==> config.mk <==
export PLATFORM = sky130hd
export DESIGN_NAME = i2c_master_transaction_engine
export DESIGN_NICKNAME = d
export VERILOG_FILES = /design/src/i2cm_pkg.sv /design/src/i2cm_wbuf.sv /design/src/i2cm_seq.sv /design/src/i2c_master_transaction_engine.sv
export SDC_FILE = /design/constraint.sdc
export NUM_CORES = 2
export LEC_CHECK = 0
export BUFFER_PORTS_ARGS = -buffer_cell sky130_fd_sc_hd__buf_2
export CORE_AREA = 2 2 542 544
export CTS_CLUSTER_DIAMETER = 80
export DETAILED_ROUTE_END_ITERATION = 10
export DIE_AREA = 0 0 544 546
export GPL_TIMING_DRIVEN = 0
export PLACE_DENSITY = 0.54
export SLEW_MARGIN = 20
export SYNTH_ARGS = -nofsm -noshare
export SYNTH_HDL_FRONTEND = slang
export SYNTH_SLANG_ARGS = --single-unit
==> constraint.sdc <==
create_clock -name clk_i -period 5.6 [get_ports clk_i]
set_clock_uncertainty 0.15 [all_clocks]
set_input_delay 1.12 -clock clk_i [delete_from_list [all_inputs] [get_ports clk_i]]
set_output_delay 1.12 -clock clk_i [all_outputs]
set_load 0.05 [all_outputs]
==> src/i2cm_pkg.sv <==
`timescale 1ns / 1ps
// i2cm_pkg: shared types, codes and sizes of the i2c master transaction engine
// no dependencies; used by i2cm_wbuf, i2cm_seq and i2c_master_transaction_engine

package i2cm_pkg;

  localparam int unsigned MaxLen       = 256;
  localparam int unsigned MaxAddrBytes = 4;
  localparam int unsigned BufAddrW     = $clog2(MaxLen);
  localparam int unsigned LenW         = $clog2(MaxLen + 1);
  localparam int unsigned AddrSelW     = $clog2(MaxAddrBytes);

  localparam logic [1:0] OpTick  = 2'd0;
  localparam logic [1:0] OpStart = 2'd1;
  localparam logic [1:0] OpLoad  = 2'd2;

  localparam logic [1:0] TxnRandRead = 2'd0;
  localparam logic [1:0] TxnSeqRead  = 2'd1;
  localparam logic [1:0] TxnWrite    = 2'd2;
  localparam logic [1:0] TxnUnsup    = 2'd3;

  localparam logic [1:0] RoleDevW = 2'd0;
  localparam logic [1:0] RoleMem  = 2'd1;
  localparam logic [1:0] RoleDevR = 2'd2;
  localparam logic [1:0] RoleData = 2'd3;

  localparam logic [1:0] StatOk     = 2'd0;
  localparam logic [1:0] StatNoAck  = 2'd1;
  localparam logic [1:0] StatUnsup  = 2'd2;

  typedef enum logic [7:0] {
    PhIdle    = 8'b0000_0001,
    PhStart   = 8'b0000_0010,
    PhWbit    = 8'b0000_0100,
    PhWack    = 8'b0000_1000,
    PhRestart = 8'b0001_0000,
    PhRbyte   = 8'b0010_0000,
    PhRack    = 8'b0100_0000,
    PhStop    = 8'b1000_0000
  } phase_e;

  typedef struct packed {
    logic [1:0]      opcode;
    logic            sda_in;
    logic [1:0]      txn_type;
    logic [7:0]      dev_addr;
    logic [31:0]     mem_addr;
    logic [2:0]      mem_addr_count;
    logic [LenW-1:0] length;
    logic [7:0]      wr_data;
  } item_t;

  typedef struct packed {
    logic       scl_out;
    logic       sda_out;
    logic       busy_res;
    logic       rd_valid;
    logic [7:0] rd_data;
    logic       done_res;
    logic [1:0] status;
  } result_t;

  typedef struct packed {
    logic                wr_en;
    logic [BufAddrW-1:0] wr_addr;
    logic [7:0]          wr_data;
    logic [BufAddrW-1:0] rd_addr;
  } buf_req_t;

endpackage

==> src/i2cm_wbuf.sv <==
`timescale 1ns / 1ps
// i2cm_wbuf: write data buffer, one write port and one read port, registered read
// depends on i2cm_pkg

module i2cm_wbuf (
  input  logic                          clk_i,
  input  i2cm_pkg::buf_req_t            req_i,
  output logic [7:0]                    rd_data_o
);

  logic [7:0] mem_q [i2cm_pkg::MaxLen];
  logic [7:0] rd_data_q;

  always_ff @(posedge clk_i) begin
    if (req_i.wr_en) begin
      mem_q[req_i.wr_addr] <= req_i.wr_data;
    end
    rd_data_q <= mem_q[req_i.rd_addr];
  end

  assign rd_data_o = rd_data_q;

endmodule

==> src/i2cm_seq.sv <==
`timescale 1ns / 1ps
// i2cm_seq: bus sequencer, advances one delay period per tick and forms the result
// depends on i2cm_pkg; reads write data from i2cm_wbuf in the cycle after addressing

module i2cm_seq (
  input  logic                 clk_i,
  input  logic                 rst_ni,
  input  logic                 item_i,
  input  i2cm_pkg::item_t      item_data_i,
  input  logic [7:0]           buf_data_i,
  output i2cm_pkg::buf_req_t   buf_req_o,
  output i2cm_pkg::result_t    result_o
);

  localparam int unsigned LenW = i2cm_pkg::LenW;

  i2cm_pkg::phase_e phase_q, phase_d;
  logic [2:0]       sub_q, sub_d;
  logic [2:0]       bit_q, bit_d;
  logic [LenW-1:0]  bc_q, bc_d;
  logic [LenW-1:0]  len_q, len_d;
  logic [7:0]       shift_q, shift_d;
  logic [31:0]      addr_shift_q, addr_shift_d;
  logic [2:0]       addr_left_q, addr_left_d;
  logic [1:0]       kind_q, kind_d;
  logic [1:0]       role_q, role_d;
  logic [7:0]       addr_byte_q, addr_byte_d;
  logic [LenW-1:0]  fill_q, fill_d;
  logic             scl_q, scl_d;
  logic             sda_q, sda_d;
  logic [1:0]       res_q, res_d;

  logic             busy;
  logic             tgt_en;
  i2cm_pkg::phase_e tgt_ph;
  logic [7:0]       wb_byte;
  logic [1:0]       wb_role;
  logic [2:0]       al;
  logic [2:0]       al_m1;
  logic [LenW-1:0]  bc_inc;
  logic             ev_valid;
  logic             ev_done;
  logic             buf_we;

  assign busy = (phase_q != i2cm_pkg::PhIdle);

  always_comb begin
    phase_d      = phase_q;
    sub_d        = sub_q;
    bit_d        = bit_q;
    bc_d         = bc_q;
    len_d        = len_q;
    shift_d      = shift_q;
    addr_shift_d = addr_shift_q;
    addr_left_d  = addr_left_q;
    kind_d       = kind_q;
    role_d       = role_q;
    addr_byte_d  = addr_byte_q;
    fill_d       = fill_q;
    scl_d        = scl_q;
    sda_d        = sda_q;
    res_d        = res_q;
    tgt_en       = 1'b0;
    tgt_ph       = i2cm_pkg::PhStop;
    wb_byte      = buf_data_i;
    wb_role      = i2cm_pkg::RoleData;
    al           = addr_left_q;
    al_m1        = addr_left_q - 3'd1;
    bc_inc       = bc_q + LenW'(1);
    ev_valid     = 1'b0;
    ev_done      = 1'b0;
    buf_we       = 1'b0;

    if (item_i) begin
      case (item_data_i.opcode)
        i2cm_pkg::OpTick: begin
          if (busy) begin
            case (phase_q)
              i2cm_pkg::PhStart: begin
                if (sub_q == 3'd0) begin
                  tgt_en = 1'b1;
                  tgt_ph = i2cm_pkg::PhStart;
                end else begin
                  scl_d   = 1'b0;
                  wb_byte = addr_byte_q;
                  wb_role = addr_byte_q[0] ? i2cm_pkg::RoleDevR : i2cm_pkg::RoleDevW;
                  tgt_en  = 1'b1;
                  tgt_ph  = i2cm_pkg::PhWbit;
                end
              end
              i2cm_pkg::PhWbit: begin
                if (sub_q == 3'd0) begin
                  scl_d = 1'b0;
                  sda_d = shift_q[bit_q];
                  sub_d = 3'd1;
                end else if (sub_q == 3'd1) begin
                  scl_d = 1'b1;
                  sub_d = 3'd2;
                end else if (bit_q == 3'd0) begin
                  scl_d  = 1'b0;
                  tgt_en = 1'b1;
                  tgt_ph = i2cm_pkg::PhWack;
                end else begin
                  bit_d = bit_q - 3'd1;
                  scl_d = 1'b0;
                  sda_d = shift_q[bit_q - 3'd1];
                  sub_d = 3'd1;
                end
              end
              i2cm_pkg::PhWack: begin
                if (sub_q == 3'd0) begin
                  sda_d = 1'b1;
                  sub_d = 3'd1;
                end else if (sub_q == 3'd1) begin
                  scl_d = 1'b1;
                  sub_d = 3'd2;
                end else begin
                  scl_d  = 1'b0;
                  tgt_en = 1'b1;
                  if (item_data_i.sda_in) begin
                    res_d  = i2cm_pkg::StatNoAck;
                    tgt_ph = i2cm_pkg::PhStop;
                  end else begin
                    case (role_q)
                      i2cm_pkg::RoleDevW, i2cm_pkg::RoleMem: begin
                        al          = (role_q == i2cm_pkg::RoleMem) ?
                                      addr_left_q - 3'd1 : addr_left_q;
                        al_m1       = al - 3'd1;
                        addr_left_d = al;
                        if (al != 3'd0) begin
                          wb_byte = addr_shift_q[{al_m1[i2cm_pkg::AddrSelW-1:0], 3'b000} +: 8];
                          wb_role = i2cm_pkg::RoleMem;
                          tgt_ph  = i2cm_pkg::PhWbit;
                        end else if (kind_q == i2cm_pkg::TxnRandRead) begin
                          tgt_ph = i2cm_pkg::PhRestart;
                        end else if (bc_q < len_q) begin
                          tgt_ph = i2cm_pkg::PhWbit;
                        end else begin
                          tgt_ph = i2cm_pkg::PhStop;
                        end
                      end
                      i2cm_pkg::RoleDevR: begin
                        tgt_ph = (len_q != '0) ? i2cm_pkg::PhRbyte : i2cm_pkg::PhStop;
                      end
                      default: begin
                        bc_d   = bc_inc;
                        tgt_ph = (bc_inc < len_q) ? i2cm_pkg::PhWbit : i2cm_pkg::PhStop;
                      end
                    endcase
                  end
                end
              end
              i2cm_pkg::PhRestart: begin
                if (sub_q == 3'd0) begin
                  scl_d = 1'b1;
                  sub_d = 3'd1;
                end else begin
                  addr_byte_d = addr_byte_q | 8'h01;
                  tgt_en      = 1'b1;
                  tgt_ph      = i2cm_pkg::PhStart;
                end
              end
              i2cm_pkg::PhRbyte: begin
                if (sub_q == 3'd0) begin
                  tgt_en = 1'b1;
                  tgt_ph = i2cm_pkg::PhRbyte;
                end else if (sub_q == 3'd1) begin
                  scl_d = 1'b1;
                  sub_d = 3'd2;
                end else if (sub_q == 3'd2) begin
                  shift_d  = {shift_q[6:0], item_data_i.sda_in};
                  scl_d    = 1'b0;
                  ev_valid = (bit_q == 3'd7);
                  sub_d    = 3'd3;
                end else if (bit_q == 3'd7) begin
                  tgt_en = 1'b1;
                  tgt_ph = i2cm_pkg::PhRack;
                end else begin
                  bit_d = bit_q + 3'd1;
                  scl_d = 1'b1;
                  sub_d = 3'd2;
                end
              end
              i2cm_pkg::PhRack: begin
                if (sub_q == 3'd0) begin
                  tgt_en = 1'b1;
                  tgt_ph = i2cm_pkg::PhRack;
                end else if (sub_q == 3'd1) begin
                  scl_d = 1'b1;
                  sub_d = 3'd2;
                end else begin
                  scl_d  = 1'b0;
                  tgt_en = 1'b1;
                  tgt_ph = (bc_q < len_q) ? i2cm_pkg::PhRbyte : i2cm_pkg::PhStop;
                end
              end
              i2cm_pkg::PhStop: begin
                case (sub_q)
                  3'd0: begin
                    scl_d = 1'b0;
                    sub_d = 3'd1;
                  end
                  3'd1: begin
                    sda_d = 1'b0;
                    sub_d = 3'd2;
                  end
                  3'd2: begin
                    scl_d = 1'b1;
                    sub_d = 3'd3;
                  end
                  3'd3: begin
                    sda_d = 1'b1;
                    sub_d = 3'd4;
                  end
                  default: begin
                    ev_done = 1'b1;
                    fill_d  = '0;
                    phase_d = i2cm_pkg::PhIdle;
                    sub_d   = 3'd0;
                  end
                endcase
              end
              default: begin
                phase_d = i2cm_pkg::PhIdle;
                sub_d   = 3'd0;
              end
            endcase
          end
        end
        i2cm_pkg::OpStart: begin
          if (!busy) begin
            if (item_data_i.txn_type == i2cm_pkg::TxnUnsup) begin
              res_d   = i2cm_pkg::StatUnsup;
              ev_done = 1'b1;
              fill_d  = '0;
            end else begin
              kind_d       = item_data_i.txn_type;
              addr_shift_d = item_data_i.mem_addr;
              addr_left_d  = (item_data_i.mem_addr_count > 3'(i2cm_pkg::MaxAddrBytes)) ?
                             3'(i2cm_pkg::MaxAddrBytes) : item_data_i.mem_addr_count;
              len_d        = (item_data_i.length > LenW'(i2cm_pkg::MaxLen)) ?
                             LenW'(i2cm_pkg::MaxLen) : item_data_i.length;
              bc_d         = '0;
              res_d        = i2cm_pkg::StatOk;
              addr_byte_d  = (item_data_i.txn_type == i2cm_pkg::TxnSeqRead) ?
                             (item_data_i.dev_addr | 8'h01) : (item_data_i.dev_addr & 8'hFE);
              tgt_en       = 1'b1;
              tgt_ph       = i2cm_pkg::PhStart;
            end
          end
        end
        i2cm_pkg::OpLoad: begin
          if (!busy && (fill_q < LenW'(i2cm_pkg::MaxLen))) begin
            buf_we = 1'b1;
            fill_d = fill_q + LenW'(1);
          end
        end
        default: ;
      endcase

      // entry step of the phase just reached
      if (tgt_en) begin
        case (tgt_ph)
          i2cm_pkg::PhStart: begin
            if (!item_data_i.sda_in) begin
              res_d   = i2cm_pkg::StatNoAck;
              scl_d   = 1'b0;
              phase_d = i2cm_pkg::PhStop;
              sub_d   = 3'd1;
            end else begin
              sda_d   = 1'b0;
              phase_d = i2cm_pkg::PhStart;
              sub_d   = 3'd1;
            end
          end
          i2cm_pkg::PhWbit: begin
            shift_d = wb_byte;
            bit_d   = 3'd7;
            role_d  = wb_role;
            scl_d   = 1'b0;
            sda_d   = wb_byte[7];
            phase_d = i2cm_pkg::PhWbit;
            sub_d   = 3'd1;
          end
          i2cm_pkg::PhWack: begin
            sda_d   = 1'b1;
            phase_d = i2cm_pkg::PhWack;
            sub_d   = 3'd1;
          end
          i2cm_pkg::PhRestart: begin
            scl_d   = 1'b1;
            phase_d = i2cm_pkg::PhRestart;
            sub_d   = 3'd1;
          end
          i2cm_pkg::PhRbyte: begin
            sda_d   = 1'b1;
            bit_d   = 3'd0;
            shift_d = 8'h00;
            phase_d = i2cm_pkg::PhRbyte;
            sub_d   = 3'd1;
          end
          i2cm_pkg::PhRack: begin
            bc_d    = bc_inc;
            sda_d   = (bc_inc < len_q) ? 1'b0 : 1'b1;
            phase_d = i2cm_pkg::PhRack;
            sub_d   = 3'd1;
          end
          default: begin
            scl_d   = 1'b0;
            phase_d = i2cm_pkg::PhStop;
            sub_d   = 3'd1;
          end
        endcase
      end
    end
  end

  always_ff @(posedge clk_i or negedge rst_ni) begin
    if (!rst_ni) begin
      phase_q      <= i2cm_pkg::PhIdle;
      sub_q        <= '0;
      bit_q        <= '0;
      bc_q         <= '0;
      len_q        <= '0;
      shift_q      <= '0;
      addr_shift_q <= '0;
      addr_left_q  <= '0;
      kind_q       <= '0;
      role_q       <= i2cm_pkg::RoleDevW;
      addr_byte_q  <= '0;
      fill_q       <= '0;
      scl_q        <= 1'b1;
      sda_q        <= 1'b1;
      res_q        <= i2cm_pkg::StatOk;
    end else begin
      phase_q      <= phase_d;
      sub_q        <= sub_d;
      bit_q        <= bit_d;
      bc_q         <= bc_d;
      len_q        <= len_d;
      shift_q      <= shift_d;
      addr_shift_q <= addr_shift_d;
      addr_left_q  <= addr_left_d;
      kind_q       <= kind_d;
      role_q       <= role_d;
      addr_byte_q  <= addr_byte_d;
      fill_q       <= fill_d;
      scl_q        <= scl_d;
      sda_q        <= sda_d;
      res_q        <= res_d;
    end
  end

  // prefetch the next data byte: the one after the current while sending data
  always_comb begin
    buf_req_o.wr_en   = buf_we;
    buf_req_o.wr_addr = fill_q[i2cm_pkg::BufAddrW-1:0];
    buf_req_o.wr_data = item_data_i.wr_data;
    buf_req_o.rd_addr = (role_q == i2cm_pkg::RoleData) ?
                        bc_inc[i2cm_pkg::BufAddrW-1:0] : bc_q[i2cm_pkg::BufAddrW-1:0];
  end

  always_comb begin
    if (item_data_i.opcode == i2cm_pkg::OpTick) begin
      result_o.scl_out = scl_q;
      result_o.sda_out = sda_q;
    end else begin
      result_o.scl_out = scl_d;
      result_o.sda_out = sda_d;
    end
    result_o.busy_res = (phase_d != i2cm_pkg::PhIdle);
    result_o.rd_valid = ev_valid;
    result_o.rd_data  = ev_valid ? shift_d : 8'h00;
    result_o.done_res = ev_done;
    result_o.status   = ev_done ? res_d : i2cm_pkg::StatOk;
  end

endmodule

==> src/i2c_master_transaction_engine.sv <==
`timescale 1ns / 1ps
// i2c_master_transaction_engine: top level, stream ports and result register
// depends on i2cm_pkg, i2cm_wbuf and i2cm_seq

// Every input transfer (tick, start or write-byte load) is taken and yields
// exactly one result transfer, registered and offered in the cycle after, so items can
// follow back to back; a held result stalls input only while the output
// register is full and not being taken. A tick stands for one bus delay period;
// the result carries the SCL/SDA levels driven during it, any read byte that
// completed and, on the stop, the status. Write bytes are loaded into a
// 256-entry buffer while idle and read back through a registered
// port that is addressed ahead of use, so write data never costs extra cycles.
// The buffer is emptied when each transaction ends.

module i2c_master_transaction_engine (
  input  logic        clk_i,
  input  logic        rst_ni,
  input  logic        s_axis_tvalid,
  output logic        s_axis_tready,
  // sda_in, txn_type, dev_addr, mem_addr, mem_addr_count, length, wr_data, pad
  input  logic [63:0] s_axis_tdata,
  // opcode
  input  logic [1:0]  s_axis_tuser,
  output logic        m_axis_tvalid,
  input  logic        m_axis_tready,
  // scl_out, sda_out, busy_res, rd_data, status, pad
  output logic [15:0] m_axis_tdata,
  // rd_valid
  output logic        m_axis_tuser,
  // done_res
  output logic        m_axis_tlast
);

  i2cm_pkg::item_t    item;
  i2cm_pkg::result_t  result;
  i2cm_pkg::buf_req_t buf_req;
  logic [7:0]         buf_data;
  logic               accept;

  logic               out_valid_q;
  i2cm_pkg::result_t  out_q;

  assign item.opcode         = s_axis_tuser;
  assign item.sda_in         = s_axis_tdata[0];
  assign item.txn_type       = s_axis_tdata[2:1];
  assign item.dev_addr       = s_axis_tdata[10:3];
  assign item.mem_addr       = s_axis_tdata[42:11];
  assign item.mem_addr_count = s_axis_tdata[45:43];
  assign item.length         = s_axis_tdata[54:46];
  assign item.wr_data        = s_axis_tdata[62:55];

  assign s_axis_tready = !out_valid_q || m_axis_tready;
  assign accept        = s_axis_tvalid && s_axis_tready;

  i2cm_wbuf u_wbuf (
    .clk_i     (clk_i),
    .req_i     (buf_req),
    .rd_data_o (buf_data)
  );

  i2cm_seq u_seq (
    .clk_i       (clk_i),
    .rst_ni      (rst_ni),
    .item_i      (accept),
    .item_data_i (item),
    .buf_data_i  (buf_data),
    .buf_req_o   (buf_req),
    .result_o    (result)
  );

  always_ff @(posedge clk_i or negedge rst_ni) begin
    if (!rst_ni) begin
      out_valid_q <= 1'b0;
    end else if (accept) begin
      out_valid_q <= 1'b1;
    end else if (m_axis_tready) begin
      out_valid_q <= 1'b0;
    end
  end

  always_ff @(posedge clk_i) begin
    if (accept) begin
      out_q <= result;
    end
  end

  assign m_axis_tvalid = out_valid_q;
  assign m_axis_tdata  = {3'b000, out_q.status, out_q.rd_data,
                          out_q.busy_res, out_q.sda_out, out_q.scl_out};
  assign m_axis_tuser  = out_q.rd_valid;
  assign m_axis_tlast  = out_q.done_res;

endmodule

# --- Yosys cells after proc, flatten, opt, wreduce, memory -nomap -nowiden ---
# Memories as Yosys holds them, arrays and structs flattened. A register that Yosys moved wholly into a read port is not among the register bits.
# Index checks and enable logic that the tools add are counted.
word_totals:
  ff_bits: 116
  latch_bits: 0
  ram_bits: 2048
  romBits: 0
  in_bits: 70
  output_inout_bits: 20
  memories: 1
op_classes:
  n_addsub: 6
  n_mul: 0
  n_div: 0
  n_lt_le_gt_ge: 7
  eq_ne: 45
  n_shift: 1
  mux: 214
  bitwise: 3
  n_reduce_logical: 31
mem_list:
  columns: ["name", "words", "word_bits", "read_ports", "rd_ports_with_merged_regs", "write_ports", "line", "text"]
  rows:
  - ["u_wbuf.mem_q", 256, 8, 1, 1, 1, "i2cm_wbuf.sv:11", "logic [7:0] mem_q [i2cm_pkg::MaxLen];"]
op_table:
  columns: ["cell", "count"]
  rows:
  - ["$mux 8", 50]
  - ["$mux 9", 17]
  - ["$mux 3", 35]
  - ["$pmux 8 s2", 6]
  - ["$pmux 8 s6", 2]
  - ["$mux 1", 63]
  - ["$mux 2", 21]
  - ["$shiftx 32x6->8", 1]
  - ["$pmux 9 s3", 1]
  - ["$pmux 3 s7", 1]
  - ["$ne 2x2->1 const B", 10]
  - ["$add 9x1->9 const B", 2]
  - ["$lt 9x9->1", 2]
  - ["$pmux 3 s2", 3]
  - ["$pmux 9 s2", 1]
  - ["$eq 8x2->1 const B", 2]
  - ["$eq 8x3->1 const B", 2]
  - ["$eq 8x4->1 const B", 2]
  - ["$eq 8x5->1 const B", 2]
  - ["$eq 8x6->1 const B", 2]
  - ["$eq 8x7->1 const B", 2]
  - ["$ne 8x1->1 const B", 2]
  - ["$pmux 1 s6", 2]
  - ["$pmux 3 s4", 1]
  - ["43 further kinds", 75]

# --- Depth between registers and ports, before layout ---
depth:
  ltp_word: 18
  mapped_depth: 17

# --- Modules after synthesis ---
# Synthesis repeated with hierarchy kept, for this count alone.
unflattened:
  cells_unflattened: 4672
  hier_area_um2: 86922.1
modules_own_cells:
  columns: ["module", "instances", "cells_per_inst", "area_each_um2"]
  rows:
  - ["i2cm_wbuf", 1, 3789, 79378.6]
  - ["i2cm_seq", 1, 860, 7013.0]
  - ["i2c_master_transaction_engine", 1, 23, 530.5]

# --- Worst setup path before layout ---
# No wires, ideal clock.
synth_timing:
  path_type: "flip-flop to flip-flop"
  startpoint: "register u_seq.bc_q[1]"
  endpoint: "register out_q, in the netlist m_axis_tdata[2] (data pin)"
  setup_time_ps: 272
  arrival_time_ps: 3482
  slack_ps: 1696
  stages_incl_launch_ff: 14
  path_buffers: 0
  synth_period_minus_slack_ps: 3904
  cell_sequence: "dfrtp_1 > ha_1 > nand3_1 > nor2_1 > and3_1 > xor2_1 > ha_1 > nand2_1 > or3_1 > and2_1 > o32a_1 > a31oi_2 > o31ai_1 > or4_1"
synth_lines:
  columns: ["element", "line", "text"]
  rows:
  - ["start, declared", "i2cm_seq.sv:20", "logic [LenW-1:0] bc_q, bc_d;"]
  - ["start signal, assigned", "i2cm_seq.sv:323", "bc_q <= '0;"]
  - ["start signal, assigned", "i2cm_seq.sv:339", "bc_q <= bc_d;"]
  - ["end signal, assigned", "i2c_master_transaction_engine.sv:83", "out_q <= result;"]
  - ["end, declared", "i2c_master_transaction_engine.sv:41", "i2cm_pkg::result_t out_q;"]

# --- Worst setup path after layout ---
layout_timing:
  startpoint: "register u_seq.role_q[1]"
  endpoint: "register u_wbuf.rd_data_q[3] (netlist: u_wbuf.rd_data_o[3]), read port of u_wbuf.mem_q"
layout_between:
  elab_chain_cells: 2
layout_lines:
  columns: ["element", "line", "text"]
  rows:
  - ["start, declared", "i2cm_seq.sv:26", "logic [1:0] role_q, role_d;"]
  - ["start signal, assigned", "i2cm_seq.sv:329", "role_q <= i2cm_pkg::RoleDevW;"]
  - ["start signal, assigned", "i2cm_seq.sv:345", "role_q <= role_d;"]
  - ["$eq 2x2->1", "i2cm_seq.sv:359", "buf_req_o.rd_addr = (role_q == i2cm_pkg::RoleData) ?"]
  - ["$mux 8", "i2cm_seq.sv:359", null]
  - ["end, declared", "i2cm_wbuf.sv:12", "logic [7:0] rd_data_q;"]
# Every way passes these cells.
# A chain may end at the register's enable or synchronous reset.

==> run_results.csv <==
group,metric,value,unit
synth,yosys_warnings,0,
synth,synth_edf_count,2063,
worst_hold_path,hold_path.class,"in -> reg",
clock_network,cts_tree,"yes",
power_and_ir_drop,clkPwrFrac,41.5,%
worst_hold_path,whs_endpoint,"u_seq.addr_shift_q[25]$_DFFE_PN0P_",
power_and_ir_drop,powerDensity,342.0,nW/um^2
synth,avgSynthCellArea,18.95,sq um
power_and_ir_drop,leakage,0.03204,uW
cells_and_area,nFillCells,27500,
setup_path,crit_path_frequent_cell,"buf_2",
clock_network,cts_made_buffers,217,
drt,drtIter0Drc,5883,
placement,dp_hpwl,176600,microns
synth,synthArstFlopShare,4.650,%
power_and_ir_drop,seq_power_share,53.1,%
worst_hold_path,whs_path_depth,3,
drt,avgViaCountPerCell,5.235,
sta,maxSlewHeadroom,18.95,%
job,max_cap_violations,0,
setup_path,ff2ff_path_depth,11,
clock_network,clk_path_buf_depth,3,
sta,hold_ws,0.2636,ns
sta,drv_slew,0,
sta,max_clock_freq,177.5,MHz
setup_path,crit_path_max_incr_delay,0.72,ns
setup_path,cp_num_buf_inv,3,
synth,synth_cells,4582,
clock_network,postCtsSetupRepairBufs,0,
synth,synth_seq_cells,2172,
global_route,grt_pass1_wl,363400,microns
setup_path,crit_arrival,6.21,ns
synth,synth_area,86850,sq um
clock_network,cts.sinks,2172,
global_route,overflow,0,
setup_path,cpMaxStageDelayCell,"buf_1",
setup_path,worst-path-stages,11,
clock_network,htreeDepth,4,
global_route,grt_start_max_net_pins,123,
sta,rsz0062_at_grt,"true",
die,row_count,199,
setup_path,r2r_start,"u_seq.role_q[1]$_DFFE_PN0P_",
power_and_ir_drop,p_comb_share,5.4,%
clock_network,cts-root-buf,"clkbuf_16",
setup_path,crit_type,"reg -> reg",
setup_path,setup.worst_path.start_class,"register",
die,initial_core_util,29.74,%
drt,drc,0,
drt,ant_nets,0,
global_route,antenna_found_initial,8,
worst_hold_path,hp-start,"s_axis_tdata[36]",
drt,wl_per_cell,28.95,microns
setup_path,cp_top_family,"buffers and inverters",
global_route,grt_pass1_vias,47110,
synth,seq_area_frac_synth,74.43,%
synth,synth_flop_cell,"edfxtp_1",
die,die_area,297000,sq um
power_and_ir_drop,sw_frac_of_total,23.18,%
outcome,violations,"negative setup slack",
sta,fin_crit,5.634,ns
setup_path,r2r_end,"u_wbuf.rd_data_o[3]$_DFF_P_",
power_and_ir_drop,ir_drop,282.4,uV
cells_and_area,layout.nets,5023,
drt,vias,47280,
setup_path,reg2reg_slack,-0.03,ns
setup_path,endpoint_kind,"register",
sta,fin_ws,-0.03395,ns
sta,fin_setup_tns,-0.04547,ns
setup_path,cp_max_fo,11,
synth,ys_types,87,
die,die_y,546,microns
sta,worst_pin_slew,1.207,ns
die,coreArea,292100,sq um
die,dieWidth,544,microns
global_route,grt_util_all_layers,17.25,%
drt,finalWirelength,261500,microns
sta,finalSetupViolations,2,
cells_and_area,final_layout_size_suffix_gt1_share,23.54,%
power_and_ir_drop,netSwitchingPower,7942,uW
clock_network,insertion_delay,0.90,ns
placement,numPortBuffers,84,
drt,dr.pass1.iters,8,
die,io_pins,90,
placement,gp_congestion,0.9246,
setup_path,path_cells,"nand2_1 > buf_2 > mux2i_4 > buf_2 > buf_1 > mux4_2 > a22o_1 > a221oi_1 > a22oi_1 > nand4_1 > nor3_1",
sta,finalHoldViolations,0,
power_and_ir_drop,p_int,26330,uW
outcome,status,"complete, but fails checks",
sta,period_share,100.6,%
setup_path,cp_data_required_time,6.17,ns
cells_and_area,areaGrowthSynthToFinish,15.37,%
clock_network,clk_pin_slew,0.07,ns
-- routing by layer --
layer | vias to the layer above | track usage, % | wire [microns]
li1 | 19330 | - | -
met1 | 25350 | 23.94 | 108600
met2 | 2173 | 27.33 | 122300
met3 | 423 | 2.851 | 21080
met4 | 2 | 6.007 | 9527
met5 | - | 0 | 13
-- cell type report --
cell class	instances	area [sq um]	area share (%)
inverters	44	165.2	0.1648
multi-input cells	2100	20980	20.94
plain buffers	268	1241	1.239
diodes	6	15.01	0.01499
clock inverters	135	1185	1.183
flip-flops and latches	2172	64640	64.52
clock buffers	267	5700	5.690
repair buffers	121	1365	1.362
well taps	3919	4903	4.894
-- synth_stat cells, drive strengths merged (9+ instances only) --
cell,n,area (sq um)
mux2i,32,324.1
a22o,68,595.6
a311oi,9,78.83
nand2,369,1388
or3,13,81.33
a31oi,20,131.4
buf,144,749.5
and2,14,90.09
and3,9,56.30
o221ai,10,87.58
nand3b,12,90.09
nor3,32,170.2
edfxtp,2063,61950
dfrtp,98,2452
or2,11,68.82
nor2,342,1286
a21oi,94,474.2
o31a,9,78.83
mux2,12,135.1
a22oi,56,420.4
nand2b,11,68.82
a221oi,65,575.6
xnor2,17,156.4
nand3,106,535.5
clkbuf,124,465.5
mux4,533,12000
inv,44,165.2
o211ai,9,67.56
ha,29,362.9
o31ai,12,90.09
o21ai,86,434.2
nor2b,16,100.1
nand4,22,137.6
-- sequential cells by signal (all words and copies together), names as in the netlist, 3 cells and up --
signal	count
m_axis_tdata	13
u_seq.addr_byte_q	8
u_seq.addr_left_q	3
u_seq.addr_shift_q	32
u_seq.bc_q	9
u_seq.bit_q	3
u_seq.fill_q	9
u_seq.len_q	9
u_seq.phase_q	8
u_seq.shift_q	8
u_seq.sub_q	3
u_wbuf.mem_q	2048
u_wbuf.rd_data_o	8
-- cells by family (layout without fill, tap and decap cells) --
logic type	after synthesis	count (layout)	share of synthesized area, %
AOI/OAI and AO/OA	484	484	3.946
xor gates and xnor gates	24	24	0.2593
adders and majority gates	29	29	0.4178
buffers and inverters	312	835	1.589
DFF	2172	2172	74.43
muxes	577	577	14.35
other	1	9	0.004318
and+or+nand+nor	983	983	5.001
-- metrics by stage --
stage | total power (uW) | cells | instance area [sq um] | setup slack, ns | utilization [%]
after floorplan | 19320 | 4584 | 86850 | 1.696 | -
after global placement | 20280 | 8587 | 92180 | -0.9552 | 31.56
after detailed placement | 20350 | 8622 | 93210 | -0.7540 | 31.91
after CTS | 34420 | 9025 | 100100 | 0.00008527 | 34.29
after global routing | 35200 | 9027 | 100200 | -0.01026 | 34.30
final | 34270 | 9032 | 100200 | -0.03395 | 34.30
-- power by group through the flow --
stage                     sequential [uW]  clock, uW  combinational, uW
after floorplan                     18500          0                830
after global placement              18600          0               1700
after detailed placement            18500          0               1820
after CTS                           18200      14400               1830
after global routing                18200      15000               1980
final                               18200      14200               1870
-- cells in the final DEF (no fill, tap or decap), types with 29 or more instances in the layout --
master,n
edfxtp_1,2063
mux4_2,533
nand2_1,367
nor2_1,327
clkbuf_16,219
buf_2,196
clkbuf_1,150
nand3_1,102
dfrtp_1,98
a21oi_1,93
o21ai_0,77
a22o_1,68
a221oi_1,61
a22oi_1,56
clkinv_2,51
inv_1,44
clkinv_1,42
mux2i_1,31
ha_1,29
-- how the worst max path moves through the flow --
stage,slack [ns],to,start
after global routing,-0.01,u_wbuf.mem_q[143][0]$_DFFE_PP_,u_seq.phase_q[5]$_DFF_PN0_
after CTS,0.00009,u_wbuf.rd_data_o[0]$_DFF_P_,u_seq.role_q[1]$_DFFE_PN0P_
final,-0.03,u_wbuf.rd_data_o[3]$_DFF_P_,u_seq.role_q[1]$_DFFE_PN0P_
after detailed placement,-0.75,u_wbuf.mem_q[159][3]$_DFFE_PP_,u_seq.phase_q[5]$_DFF_PN0_
after global placement,-0.96,u_wbuf.mem_q[159][3]$_DFFE_PP_,m_axis_tready
after floorplan,1.70,m_axis_tdata[2]$_DFFE_PP_,u_seq.bc_q[1]$_DFFE_PN0P_
-- worst register-to-register path, stage by stage, from the launching register on --
cell,delay (ns)
dfrtp_1,0.48
nand2_1,0.25
buf_2,0.33
mux2i_4,0.71
buf_2,0.50
buf_1,0.74
mux4_2,0.40
a22o_1,0.32
a221oi_1,0.11
a22oi_1,0.38
nand4_1,0.45
nor3_1,0.63
-- timing repair --
action,CTS,global route
endpoints found under the hold margin,25,0
endpoints found under the setup margin,126,24
hold buffers,1,0
gates resized for setup,10,5
Note: power is estimated with default switching activity, not from simulation.
